--- src/hw/rtl/gshbtb_pkg.sv ---
`default_nettype none
// ----------------------------------------------------------------------------
// gshbtb_pkg
// Shared constants and types for the gshare predictor with a target buffer.
// ----------------------------------------------------------------------------
package gshbtb_pkg;

  localparam int TABLE_ENTRIES  = 16;
  localparam int HISTORY_BITS   = 4;
  localparam int BUFFER_ENTRIES = 4;
  localparam int ADDR_BITS      = 16;
  localparam int INDEX_BITS     = $clog2(TABLE_ENTRIES);
  localparam int CTR_BITS       = 2;
  localparam int TOTAL_BITS     = 32;

  localparam logic [CTR_BITS-1:0]     CTR_RESET  = 2'd1;
  localparam logic [CTR_BITS-1:0]     CTR_MAX    = 2'd3;
  localparam logic [CTR_BITS-1:0]     CTR_MIN    = 2'd0;
  localparam logic [HISTORY_BITS-1:0] HIST_RESET = '1;

  typedef enum logic {
    KIND_PREDICT = 1'b0,
    KIND_RESOLVE = 1'b1
  } kind_t;

  typedef struct packed {
    logic                 vld;
    logic [ADDR_BITS-1:0] tag;
    logic [ADDR_BITS-1:0] target;
  } btb_entry_t;

  typedef struct packed {
    logic                 shift;
    logic [ADDR_BITS-1:0] lookup_pc;
  } btb_ctrl_t;

  typedef struct packed {
    logic                  update;
    logic                  taken;
    logic [INDEX_BITS-1:0] pc_bits;
  } pht_req_t;

endpackage : gshbtb_pkg
`default_nettype wire

--- src/hw/rtl/gshbtb_cell.sv ---
`default_nettype none
// ----------------------------------------------------------------------------
// gshbtb_cell
// One target buffer entry; on an insert it takes its neighbor's entry.
// ----------------------------------------------------------------------------
module gshbtb_cell (
  input  wire                    clk,
  input  wire                    rst_n,
  input  gshbtb_pkg::btb_ctrl_t  ctrl,
  input  gshbtb_pkg::btb_entry_t prev,
  output gshbtb_pkg::btb_entry_t entry,
  output logic                   match
);

  logic                             vld_r;
  logic [gshbtb_pkg::ADDR_BITS-1:0] tag_r;
  logic [gshbtb_pkg::ADDR_BITS-1:0] target_r;

  always_ff @(posedge clk) begin
    if (!rst_n) begin
      vld_r <= 1'b0;
    end else if (ctrl.shift) begin
      vld_r <= prev.vld;
    end
  end

  always_ff @(posedge clk) begin
    if (ctrl.shift) begin
      tag_r    <= prev.tag;
      target_r <= prev.target;
    end
  end

  assign entry.vld    = vld_r;
  assign entry.tag    = tag_r;
  assign entry.target = target_r;
  assign match        = vld_r && (tag_r == ctrl.lookup_pc);

endmodule : gshbtb_cell
`default_nettype wire

--- src/hw/rtl/gshbtb_pht.sv ---
`default_nettype none
// ----------------------------------------------------------------------------
// gshbtb_pht
// Pattern history table of saturating counters and the global history.
// ----------------------------------------------------------------------------
module gshbtb_pht (
  input  wire                                clk,
  input  wire                                rst_n,
  input  gshbtb_pkg::pht_req_t               req,
  output logic [gshbtb_pkg::CTR_BITS-1:0]    rd_ctr
);

  logic [gshbtb_pkg::CTR_BITS-1:0]     tbl_r [gshbtb_pkg::TABLE_ENTRIES];
  logic [gshbtb_pkg::HISTORY_BITS-1:0] hist_r;
  logic [gshbtb_pkg::HISTORY_BITS-1:0] hist_nxt;
  logic                                hist_vld_r;
  logic [gshbtb_pkg::INDEX_BITS-1:0]   idx;
  logic [gshbtb_pkg::CTR_BITS-1:0]     cur_ctr;
  logic [gshbtb_pkg::CTR_BITS-1:0]     ctr_nxt;

  assign idx     = req.pc_bits ^ hist_r[gshbtb_pkg::INDEX_BITS-1:0];
  assign cur_ctr = tbl_r[idx];
  assign rd_ctr  = hist_vld_r ? cur_ctr : gshbtb_pkg::CTR_RESET;

  always_comb begin
    ctr_nxt = cur_ctr;
    if (req.taken) begin
      if (cur_ctr != gshbtb_pkg::CTR_MAX) begin
        ctr_nxt = cur_ctr + 1'b1;
      end
    end else begin
      if (cur_ctr != gshbtb_pkg::CTR_MIN) begin
        ctr_nxt = cur_ctr - 1'b1;
      end
    end
  end

  always_comb begin
    if (hist_vld_r) begin
      hist_nxt = {hist_r[gshbtb_pkg::HISTORY_BITS-2:0], req.taken};
    end else begin
      hist_nxt = {{(gshbtb_pkg::HISTORY_BITS-1){1'b0}}, req.taken};
    end
  end

  always_ff @(posedge clk) begin
    if (!rst_n) begin
      for (int k = 0; k < gshbtb_pkg::TABLE_ENTRIES; k++) begin
        tbl_r[k] <= gshbtb_pkg::CTR_RESET;
      end
      hist_r     <= gshbtb_pkg::HIST_RESET;
      hist_vld_r <= 1'b0;
    end else if (req.update) begin
      tbl_r[idx] <= ctr_nxt;
      hist_r     <= hist_nxt;
      hist_vld_r <= 1'b1;
    end
  end

endmodule : gshbtb_pht
`default_nettype wire

--- src/hw/rtl/gshare_predictor_with_btb.sv ---
`default_nettype none
// ----------------------------------------------------------------------------
// gshare_predictor_with_btb
// Gshare direction predictor with a small first-in first-out target buffer.
// ----------------------------------------------------------------------------
// A transfer on start is answered by one result on the out_ ports, strobed by
// out_valid, in the following cycle, and busy is never raised, so a new item
// may be started in every cycle. This rate is set by the counter table, read
// combinationally and updated in place on the accepting clock edge, and
// by the target buffer, a row of entry cells that are all compared at once
// and that shift one place toward the oldest end on every insert. The receiver
// cannot stall; each result must be taken in the cycle in which it is shown.
// ----------------------------------------------------------------------------
module gshare_predictor_with_btb (
  input  wire                                 clk,
  input  wire                                 rst_n,
  input  wire                                 start,
  output logic                                busy,
  input  wire                                 in_kind,
  input  wire  [gshbtb_pkg::ADDR_BITS-1:0]    in_branch_pc,
  input  wire                                 in_taken,
  input  wire  [gshbtb_pkg::CTR_BITS-1:0]     in_predicted_counter,
  input  wire  [gshbtb_pkg::ADDR_BITS-1:0]    in_branch_target,
  output logic                                out_valid,
  output logic [gshbtb_pkg::CTR_BITS-1:0]     out_counter_value,
  output logic                                out_predict_taken,
  output logic                                out_btb_hit,
  output logic [gshbtb_pkg::ADDR_BITS-1:0]    out_btb_target,
  output logic                                out_mispredicted,
  output logic [gshbtb_pkg::TOTAL_BITS-1:0]   out_mispredict_total
);

  localparam int N = gshbtb_pkg::BUFFER_ENTRIES;

  logic                              accept;
  logic                              is_resolve;
  logic                              miss;
  logic                              hit;
  logic [gshbtb_pkg::ADDR_BITS-1:0]  hit_target;
  logic [gshbtb_pkg::CTR_BITS-1:0]   rd_ctr;
  logic [N-1:0]                      match;
  gshbtb_pkg::btb_entry_t            chain [N+1];
  gshbtb_pkg::btb_ctrl_t             btb_ctrl;
  gshbtb_pkg::pht_req_t              pht_req;

  logic                              valid_r;
  logic [gshbtb_pkg::TOTAL_BITS-1:0] total_r;
  logic [gshbtb_pkg::TOTAL_BITS-1:0] total_nxt;
  logic [gshbtb_pkg::CTR_BITS-1:0]   ctr_r;
  logic                              ptaken_r;
  logic                              hit_r;
  logic [gshbtb_pkg::ADDR_BITS-1:0]  target_r;
  logic                              miss_r;

  assign busy       = 1'b0;
  assign accept     = start && !busy;
  assign is_resolve = (in_kind == gshbtb_pkg::KIND_RESOLVE);
  assign miss       = in_taken ? !in_predicted_counter[1] : in_predicted_counter[1];

  assign pht_req.update  = accept && is_resolve;
  assign pht_req.taken   = in_taken;
  assign pht_req.pc_bits = in_branch_pc[gshbtb_pkg::INDEX_BITS-1:0];

  gshbtb_pht u_pht (
    .clk    (clk),
    .rst_n  (rst_n),
    .req    (pht_req),
    .rd_ctr (rd_ctr)
  );

  assign btb_ctrl.lookup_pc = in_branch_pc;
  assign btb_ctrl.shift     = accept && is_resolve && in_taken && !hit;

  assign chain[0].vld    = 1'b1;
  assign chain[0].tag    = in_branch_pc;
  assign chain[0].target = in_branch_target;

  for (genvar g = 0; g < N; g++) begin : g_cell
    gshbtb_cell u_cell (
      .clk   (clk),
      .rst_n (rst_n),
      .ctrl  (btb_ctrl),
      .prev  (chain[g]),
      .entry (chain[g+1]),
      .match (match[g])
    );
  end

  assign hit = |match;

  always_comb begin
    hit_target = '0;
    for (int k = 0; k < N; k++) begin
      hit_target = hit_target | (match[k] ? chain[k+1].target : '0);
    end
  end

  assign total_nxt = (is_resolve && miss) ? total_r + 1'b1 : total_r;

  always_ff @(posedge clk) begin
    if (!rst_n) begin
      valid_r <= 1'b0;
      total_r <= '0;
    end else begin
      valid_r <= accept;
      if (accept) begin
        total_r <= total_nxt;
      end
    end
  end

  always_ff @(posedge clk) begin
    if (accept) begin
      ctr_r    <= is_resolve ? '0 : rd_ctr;
      ptaken_r <= !is_resolve && rd_ctr[1];
      hit_r    <= !is_resolve && hit;
      target_r <= is_resolve ? '0 : hit_target;
      miss_r   <= is_resolve && miss;
    end
  end

  assign out_valid            = valid_r;
  assign out_counter_value    = ctr_r;
  assign out_predict_taken    = ptaken_r;
  assign out_btb_hit          = hit_r;
  assign out_btb_target       = target_r;
  assign out_mispredicted     = miss_r;
  assign out_mispredict_total = total_r;

endmodule : gshare_predictor_with_btb
`default_nettype wire

--- config.mk ---
export PLATFORM = sky130hd
export DESIGN_NAME = gshare_predictor_with_btb
export DESIGN_NICKNAME = d
export VERILOG_FILES = /design/src/hw/rtl/gshbtb_pkg.sv /design/src/hw/rtl/gshbtb_cell.sv /design/src/hw/rtl/gshbtb_pht.sv /design/src/hw/rtl/gshare_predictor_with_btb.sv
export SDC_FILE = /design/constraint.sdc
export NUM_CORES = 1
export LEC_CHECK = 0
export BUFFER_PORTS_ARGS = -buffer_cell sky130_fd_sc_hd__buf_2
export CORE_ASPECT_RATIO = 0.9
export CORE_MARGIN = 2
export CORE_UTILIZATION = 55
export DETAILED_ROUTE_END_ITERATION = 8
export PLACE_DENSITY = 0.84
export REMOVE_ABC_BUFFERS = 1
export SYNTH_ARGS = -nofsm -noshare
export SYNTH_HDL_FRONTEND = slang
export SYNTH_SLANG_ARGS = --single-unit
--- constraint.sdc ---
create_clock -name clk -period 29.7 [get_ports clk]
set_input_delay 8.91 -clock clk [delete_from_list [all_inputs] [get_ports clk]]
set_output_delay 8.91 -clock clk [all_outputs]
set_load 0.01 [all_outputs]
Yosys cells after proc, flatten, opt, wreduce, memory -nomap -nowiden
Memory sizes are Yosys's and may differ from the RTL's. Cells that the tools add are included.

Multiplexer cells: 17. Bitwise gates (word level): 4. Add/subtract/negate cells: 3. Reduce and logical (&&, ||, !) cells: 17. Equal/unequal tests: 5.

Operators by type and width (count): $eq A16 B16 Y1 (4); $mux W16 (4); $or A16 B16 Y16 (3); $add A32 B1 Y32 const B (1); $logic_and A1 B1 Y1 (10); $mux W2 (5); $mux W4 (2); $mux W1 (6); $reduce_or A4 Y1 (1); $xor A4 B4 Y4 (1); $logic_not A1 Y1 (3); $add A2 B1 Y2 const B (1); $ne A2 B2 Y1 const B (1); $reduce_and A2 Y1 (1); $reduce_bool A2 Y1 (1); $reduce_or A2 Y1 (1); $sub A2 B1 Y2 const B (1).

Memories: 1. Bits in writable memories: 32. Bits of input ports: 39. Output and inout bits: 55. Flip-flop bits (word level): 191. Logic and storage cells: 68.

Memory list: u_pht.tbl_r (words 16, width 2, read ports 1, clocked after Yosys merged registers in 0, write ports 16, RTL line gshbtb_pht.sv:13) `logic [gshbtb_pkg::CTR_BITS-1:0] tbl_r [gshbtb_pkg::TABLE_ENTRIES];`.

Logic depth before layout (Yosys ltp)
Depth after elaboration: 6. Mapped depth: 8. Mapped depth without buffers: 7.

By module
From an unflattened synthesis, not the netlist that was laid out.

Cell total of the unflattened synthesis: 652. Area, all modules: 9351.5 um^2.

Modules (own cells, without submodules): gshbtb_cell (area each 1186.1 um^2, seq. area each 980.9 um^2, times used 4, cells an instance 58); gshare_predictor_with_btb (area each 2743.9 um^2, seq. area each 1291.2 um^2, times used 1, cells an instance 261); gshbtb_pht (area each 1863.0 um^2, seq. area each 1061.0 um^2, times used 1, cells an instance 159).

Worst setup path after synthesis
OpenSTA, ideal clock, no wires.

Path kind: input -> register. Start: input in_branch_pc[2] (netlist bit). End: register g_cell[1].u_cell.vld_r. Stages on the path: 7. Path slack: 6.425 ns. Setup time: 0.606 ns. Buffers on the path: 1. Data arrival time: 22.669 ns. Required time: 29.094 ns. Cells stage by stage: clkbuf_1 > xor2_1 > nor4_1 > nand4_1 > nor4_2 > nor4_1 > mux2i_1.

RTL lines: from (decl) (RTL line gshare_predictor_with_btb.sv:20) `input wire [gshbtb_pkg::ADDR_BITS-1:0] in_branch_pc,`; to (signal assigned) (RTL line gshbtb_cell.sv:23) `vld_r <= prev.vld;`; to (decl) (RTL line gshbtb_cell.sv:15) `logic vld_r;`.

==> results.yml <==
sta:
  finalSetupTns_ps: 0
  max_freq_ghz: 0.0884
  drv_slew: 0
  setup_viol: 0
  period_needed_ps: 11310
  setup_ws_ps: 18390
  tightestPinTransition_ps: 1350
  period_share_pct: 38.1
  rsz0062_at_grt: "no"
  skew_ps: 21.7
  maxSlewHeadroom_pct: 9.64
  final-hold-violation-count: 0
logic_synthesis:
  async_reset_ff_share_pct: 0
  yosys.area.top_type: "edfxtp_1"
  netlist_top_cells_area: "edfxtp_1, dfxtp_1, xor2_1"
  yosysMostFrequentCell: "edfxtp_1"
  synth_top_area_share_pct: 59.4
  synth_seq_cells: 223
  synth_compound_area_share_pct: 4.61
  yosys.area_share.adder_pct: 0.369
  syn_inst: 651
  synth_ff_type: "edfxtp_1"
  synth_warnings: 0
  syn-cell-area_um2: 9150
  ys_seq_area_share_pct: 68.6
  yosys.area_share.simple_pct: 12.6
  synth_edf_count: 181
  avgSynthCellArea_um2: 14.0
  synth_common_cells: "edfxtp_1, xor2_1, nand2_1"
  synth_top_family_by_area: "simple AND/OR/NAND/NOR gates"
  synth.area.mux_share_pct: 2.63
  yosysUniqueCellTypes: 40
  synth_xor_area_share_pct: 9.86
cells_and_area:
  stdcell_count: 968
  area_growth_pct: 15.1
  ff_latch_area_um2: 6280
  antenna_cells: 0
  multi_input_area_um2: 2780
  final_util_pct: 65.0
  final_nets: 785
  drive_gt1_share_pct: 19.7
  final.fill_count: 1092
placement:
  hpwl_um: 12100
  io_buffers: 91
  place_inst: 928
  gp_congestion: 0.832
  pre_cts_ws_ps: 17950
cts:
  htree_levels: 1
  cts_inserted_buffers: 22
  cts_resized: 0
  cts_sinks: 223
  cts_tree: "built"
  clk_pin_slew_ps: 70
  clock_latency_ps: 510
  cts-root-buf: "clkbuf_16"
  post_cts_buffers: 0
  clockBufferDepth: 3
  postCtsHoldBufs: 0
die:
  die_h_um: 126
  io_pins: 94
  die_area_um2: 17700
  die_width_um: 140
  start_util_pct: 56.5
  coreArea_um2: 16200
  row_count: 44
pwr:
  leakage_uw: 0.00379
  intPower_uw: 512
  p_seq_share_pct: 52.6
  power.switching_uw: 150
  clkPwrFrac_pct: 41.9
  swShare_pct: 22.6
  p_comb_share_pct: 5.5
  ir_drop_uv: 44.2
  powerDensity_nw_per_um2: 62.8
worst_setup_path:
  worst_ep_required_time_ps: 30100
  cp_max_fo: 68
  slowest_stage: "nor4_4"
  cp.arrival_ps: 11710
  end_kind: "register"
  start_kind: "input port"
  cp_cell_sequence: "buf_2 > xor2_1 > nor4_1 > nand4_1 > nor4_4 > nor4_2 > buf_4 > o21a_1"
  criticalPathCategory: "in2reg"
  max_stage_delay_ps: 900
detailed_routing:
  dr.pass1.iters: 5
  wire_per_inst_um: 19.4
  route.detailed.drc: 0
  finalWirelength_um: 18800
  final_antenna_net_count: 0
  drt-initial-drc-count: 550
  via_per_inst: 5.89
  num_vias: 5701
worst_hold_path:
  hold_path.class: "reg2reg"
job:
  maxCapViolCount: 0
global_route:
  grt_pass1_vias: 5871
  grt_pass1_wl_um: 30300
  grt_start_max_net_pins: 69
  antenna_found_initial: 0
  grt-ovfl-total: 0
  track_usage_pct: 21.3
status:
  status: "completed"
## worst max-delay path: cells and delay by family
family | cells | cell delay (ps)
buf+inv | 2 | 620
compound gates | 1 | 300
simple gates | 4 | 1640
xor+xnor | 1 | 180
## stage by stage
stage | instance area (um2) | total power [uW] | hold slack [ps]
after floorplan | 9050 | 377 | 427
after global placement | 9800 | 388 | 433
after detailed placement | 9800 | 390 | 436
after CTS | 10500 | 664 | 452
after global routing | 10500 | 680 | 457
final | 10500 | 661 | 450
## per-layer routing
| layer | track usage (%) | vias up | wire length (um) |
|---|---|---|---|
| li1 | - | 2592 | - |
| met1 | 28.0 | 2845 | 7640 |
| met2 | 36.7 | 225 | 9470 |
| met3 | 3.74 | 39 | 1260 |
| met4 | 6.41 | 0 | 400 |
| met5 | 0 | - | 0 |
## flip-flops by register name, summed over array words and instances, names as in the netlist
name                    cells
u_pht.tbl_r                32
out_btb_target             16
g_cell.u_cell.tag_r        64
u_pht.hist_vld_r            1
g_cell.u_cell.target_r     64
out_valid                   1
u_pht.hist_r                4
out_mispredict_total       32
out_counter_value           2
out_predict_taken           1
out_mispredicted            1
out_btb_hit                 1
g_cell.u_cell.vld_r         4
## cells in the final DEF, fill, tap and decap left out, types with 8 or more instances in the layout
cell type,instances
clkbuf_16,22
nand2_1,59
xor2_1,60
nand4_1,10
xnor2_1,38
and3_1,12
dfxtp_1,42
nor3_1,12
nor2_2,10
a21oi_1,17
nor2_1,23
nand3_1,38
edfxtp_1,181
and2_1,28
mux4_1,8
a22oi_1,32
buf_2,91
nor4_1,10
## final timing paths
| kind | start | end | slack [ps] | cells after the start |
|---|---|---|---|---|
| max | in_branch_pc[2] | g_cell[0].u_cell.vld_r | 18390 | 8 |
| max reg2reg | g_cell[1].u_cell.tag_r[12] | g_cell[0].u_cell.vld_r | 26530 | 7 |
| min reg2reg | g_cell[0].u_cell.target_r[14] | g_cell[1].u_cell.target_r[14] | 450 | 0 |
| min | g_cell[0].u_cell.target_r[14] | g_cell[1].u_cell.target_r[14] | 450 | 0 |
## kinds of logic (layout without fill, tap and decap cells)
kind of cell,count (synthesis),after routing
adders and majority gates,3,3
DFF,223,223
and+or+nand+nor,222,222
AOI/OAI and AO/OA,64,64
buffers and inverters,27,137
muxes,11,11
other,1,1
xor gates and xnor gates,100,100
## layout make-up
type                       instances  share of cell area, %
sequential                       223                   59.6
multi-input combinational        401                   26.4
clock buffer                      22                   5.23
timing repair buffer              93                   4.47
tap                              207                   2.46
clock inverter                    18                   1.66
inverter                           4                  0.143
## power by group through the flow
stage / registers (uW) / clock network (uW) / logic, uW
floorplan: 357 / 0 / 20.0
global placement: 354 / 0 / 33.6
detailed placement: 355 / 0 / 35.5
CTS: 348 / 279 / 36.0
global route: 349 / 292 / 39.1
finish: 348 / 277 / 36.2
Power figures use the tool's default switching activity.
